**src/hw/rtl/gsb_ram.sv**
```systemverilog
// ----------------------------------------------------------------------------
// gsb_ram
// Generic single-clock RAM with one write port and one registered read port.
// ----------------------------------------------------------------------------
module gsb_ram #(
  parameter int unsigned WIDTH  = 8,
  parameter int unsigned DEPTH  = 256,
  parameter int unsigned ADDR_W = (DEPTH > 1) ? $clog2(DEPTH) : 1
) (
  input  logic              clk,
  input  logic              we,
  input  logic [ADDR_W-1:0] waddr,
  input  logic [WIDTH-1:0]  wdata,
  input  logic              re,
  input  logic [ADDR_W-1:0] raddr,
  output logic [WIDTH-1:0]  rdata
);

  logic [WIDTH-1:0] mem [DEPTH];

  always_ff @(posedge clk) begin
    if (we) begin
      mem[waddr] <= wdata;
    end
    if (re) begin
      rdata <= mem[raddr];
    end
  end

endmodule

```
**config.mk**
```make
export PLATFORM = sky130hd
export DESIGN_NAME = gsb_ram
export DESIGN_NICKNAME = d
export VERILOG_FILES = /design/src/hw/rtl/gsb_ram.sv
export SDC_FILE = /design/constraint.sdc
export NUM_CORES = 2
export LEC_CHECK = 0
export ABC_AREA = 1
export BUFFER_PORTS_ARGS = -buffer_cell sky130_fd_sc_hd__buf_2
export CAP_MARGIN = 5
export CORE_UTILIZATION = 40
export DETAILED_ROUTE_END_ITERATION = 8
export PLACE_DENSITY = 0.59
export SYNTH_ARGS = -nofsm -noshare
export SYNTH_HDL_FRONTEND = slang
export SYNTH_SLANG_ARGS = --single-unit
```
**constraint.sdc**
```tcl
create_clock -name clk -period 1.7 [get_ports clk]
set_clock_uncertainty 0.05 [all_clocks]
set_input_delay 0.17 -clock clk [delete_from_list [all_inputs] [get_ports clk]]
set_output_delay 0.17 -clock clk [all_outputs]
set_load 0.05 [all_outputs]
```
### Word level (Yosys, flattened, before mapping)

Memories as Yosys holds them, arrays and structs flattened. A register that Yosys moved wholly into a read port is not among the register bits.
Cells that the tools add are included.

* mux-type cells: 2

Operators by type and width (number)
* 2-to-1 mux 1 bit: 2

* register bits: 0
* RAM bits: 2048
* input port bits: 27
* output and inout port bits: 8
* word-level logic and storage cells: 3
* memories kept: 1

Memories
* mem: depth 256, width 8, rd ports 1, clocked after memory_dff 1, write ports 1, RTL line 19 `logic [WIDTH-1:0] mem [DEPTH];`

### Logic depth before layout (Yosys ltp)

* depth after elaboration: 2
* depth in mapped cells: 15
* depth with buffers taken out: 11

### Worst setup path after synthesis

No wires, ideal clock.

* path kind: input to register
* from: input port we
* to: memory mem[162][0], enable pin
* library setup time: 0.370 ns
* arrival time: 1.291 ns
* data required time: 1.280 ns
* path slack: -0.011 ns
* stages on the path: 4
* path buffers: 2
* path through: clkbuf_1 > nand3_1 > clkbuf_1 > nor2_1

* word-level cells in the longest chain between the ends: 2

RTL lines
* start, declared: RTL line 11 `input logic we,`
* 2-to-1 mux 1 bit: RTL line 22 `if (we) begin`
* 2-to-1 mux 1 bit (implied by the code): RTL line 23 `mem[waddr] <= wdata;`
* end, declared: RTL line 19

Every way passes these cells.

### Worst setup path after layout

* from: register rdata[1], read port of mem
* to: output port rdata[1]

RTL lines
* start, declared: RTL line 16 `output logic [WIDTH-1:0] rdata`

No word-level cell between the ends.

==> summary.md <==
| Metric | Value |
|---|---|
| Status | finished with violations |
| Failing checks | negative setup slack |
| Final Hold Fails | 0 |
| Initial core utilization | 40.3% |
| CP required | 1.48 ns |
| Global-route met1 utilization | 31.3% |
| Final GP Congestion | 0.891 |
| Via count | 56.8k |
| Static leakage | between 0.03 and 0.04 uW |
| Register area share after synthesis | between 70% and 80% |
| Design area | slightly above 100000 um^2 |
| Maximum vdd drop | 0.000809 V |
| Register share of total power | 51.1% |
| Gr usage total | 23.0% |
| R2r setup slk | -0.08 ns |
| Hold Path Stages | 5 |
| Yosys reg bits | 2056 |
| Bufs on Longest Clock Path | 3 |
| Pin count of the biggest net entering global routing | 75 |
| WHS | roughly 0.093 ns |
| Count leader, synth | nand2_1 |
| First-pass GRT wire length | 362 mm |
| Clock share of power | 41.2% |
| PD cells | 1070 nW/um^2 |
| Remaining global-route overflow | 0 |
| # setup viols final | 12 |
| Reg2reg path depth | 11 |
| Critical path's slowest cell | edfxtp_1 |
| Max FO, Critical Path | 1 |
| Area contributors post-synth | edfxtp_1 (74%), nand3_1 (12%), nand2_1 (9.5%) |
| CP Capture Type | output port |
| Top post-synthesis cells by count | nand2_1 (2123), edfxtp_1 (2056), nand3_1 (2019) |
| Count of flip-flops with a built-in enable after synthesis | 2056 |
| Worst R2R Start | mem[248][5] |
| Yosys cell types | 13 |
| Vias in the first global route | 55.1k |
| Area grow syn2layout | 22.9% |
| Slew HR | between 20% and 30% |
| Period utilization | 108% |
| Cells after DPL | between 10k and 15k |
| Non-filler cells, final | between 10k and 15k |
| Crit-path max cell delay | 0.55 ns |
| Logic pwr share | around 7.7% |
| Crit-path cells | buf_6 |
| Drt drc | 0 |
| Mean Syn Cell Area | 11.9 um^2 |
| Share of cells above drive strength 1 | 20.6% |
| Cell row count | 167 |
| Routed Antenna Nets | 0 |
| Die area | 211000 um^2 |
| CP bufs+invs | 1 |
| RSZ-0062 raised after global routing | true |
| Net count reported at finish | 7562 |
| Maximum clock rate | around 0.54 GHz |
| Critical Path Start Type | flip-flop |
| Area of the mapped netlist | between 80000 and 90000 um^2 |
| Reg-to-Reg End | rdata[5] |
| Yosys top cell by area | edfxtp_1 |
| Root Buffer | clkbuf_16 |
| Initial DRC Count | ~6.3k |
| Syn nets | 7030 |
| Hold path endpoint | mem[183][4] |
| Pint | roughly 84000 uW |
| Initial antenna violation count | 5 |
| Net Sw Power | 25100 uW |
| GR peak layer | met2 |
| Yosys top cell area share | 74.0% |
| CP Class | flip-flop to output port |
| CTS tree | yes |
| Worst-path clk slew | 0.06 ns |
| Ys Warns | 0 |
| Max Cap Viol | 0 |
| IO Pins | 35 |
| DP HPWL | 154 mm |
| Final min period | about 1.8 ns |
| Die Ht | 459 um |
| Core footprint | 207000 um^2 |
| Setup ws final | -0.135 ns |
| Post-synth ARST share | 0% |
| Clock Sinks | 2056 |
| Post-CTS setup buffers | 0 |
| Synth Instances | 7003 |
| Slew Limit Fails | 0 |
| Critical path's top delay family | flip-flops |
| Main synth FF type | edfxtp_1 |
| GR Util met3 | 3.71% |
| Total CTS buffers | 208 |
| Min-delay src | we |
| H-Tree Level Count | 4 |
| Cell Area, Placed | 92800 um^2 |
| Die width | between 400 and 500 um |
| Avg Vias per Cell | approximately 5.4 |
| Met2 capacity usage during global routing | 37.0% |
| Hold WC Path Type | primary input to flip-flop |
| I/O Buffers | 34 |
| Least-Margin Pin Slew | approximately 1.2 ns |
| Wirelength per Cell | about 23 um |
| 1st-pass router iterations | 6 |
| Routed wire length | 245 mm |
| Clk_lat worst skew | approximately 0.86 ns |
| Switch share | 22.9% |
| Arr. time, crit path | 1.61 ns |
==> kinds of logic (layout without fill, tap and decap cells) <==
| logic type | count (synthesis) | in the layout | synth area share (%) |
|---|---|---|---|
| flops | 2056 | 2056 | 74.0 |
| simple gates | 4425 | 4425 | 22.9 |
| other cells | 0 | 3 | 0 |
| buf+inv | 522 | 1230 | 3.12 |
==> how the worst max path moves through the flow <==
stage                         from          end  slack, ns  depth (start not counted)
after global routing      rdata[0]     rdata[0]      -0.15                          1
after global placement    raddr[1]     rdata[5]      -1.04                         14
final                     rdata[1]     rdata[1]      -0.13                          1
after CTS                 rdata[0]     rdata[0]      -0.17                          1
after detailed placement  raddr[1]     rdata[5]      -1.02                         14
after floorplan                 we  mem[162][0]      -0.01                          4
==> metal layers <==
metal | wire (um) | vias to the layer above
li1 | - | 25984
met1 | 100000 | 28094
met4 | 9280 | 0
met2 | 116000 | 2345
met3 | 18700 | 416
met5 | 0 | -
==> state kept, by name (all words and copies together), names as in the netlist <==
signal,flops
mem,2048
rdata,8
==> what timing repair did <==
| action | in CTS | in global routing |
|---|---|---|
| resized for setup | 379 | 229 |
| endpoints found under the setup margin | 16 | 15 |
| pin swaps | 96 | 106 |
| hold endpoints to repair | 1975 | 0 |
| hold buffers | 10 | 0 |
| gates cloned | 0 | 0 |
==> cell type report <==
cell class | instances | area [um^2]
inverters | 39 | 180
multi-input cells | 4425 | 22200
clock buffers | 254 | 5460
fillers | 17856 | 105000
clock inverters | 132 | 1210
flip-flops and latches | 2056 | 61700
repair buffers | 805 | 8350
well taps | 2788 | 3490
diodes | 3 | 7.51
==> power by group through the flow <==
stage	sequential, uW	combinational [uW]	clock (uW)
floorplan	57100	3450	0
global placement	57000	7520	0
detailed placement	57000	7560	0
CTS	55900	8130	45700
global route	55900	9010	47600
finish	55900	8450	45100
==> layout by cell type (no fill, tap or decap) <==
cell	count
buf_12	173
buf_2	14
buf_4	579
buf_6	18
buf_8	11
bufinv_16	20
clkbuf_1	42
clkbuf_16	212
clkinv_1	54
clkinv_2	40
clkinv_4	1
clkinv_8	1
clkinvlp_4	6
diode_2	3
dlygate4sd3_1	10
edfxtp_1	2056
inv_1	34
inv_16	5
inv_2	1
inv_4	1
inv_6	6
inv_8	2
nand2_1	2078
nand2_2	39
nand2_4	6
nand3_1	1567
nand3_2	368
nand3_4	84
nor2_1	283
==> through the flow <==
stage	util (%)	setup TNS, ns	power (uW)	setup slack, ns
floorplan	-	-1.17	60500	-0.0115
global placement	44.7	-9.08	64500	-1.04
detailed placement	44.7	-10.29	64600	-1.02
CTS	48.9	-1.13	110000	-0.171
global route	49.5	-1.43	113000	-0.152
finish	49.5	-0.829	110000	-0.135
Power figures use the tool's default switching activity.
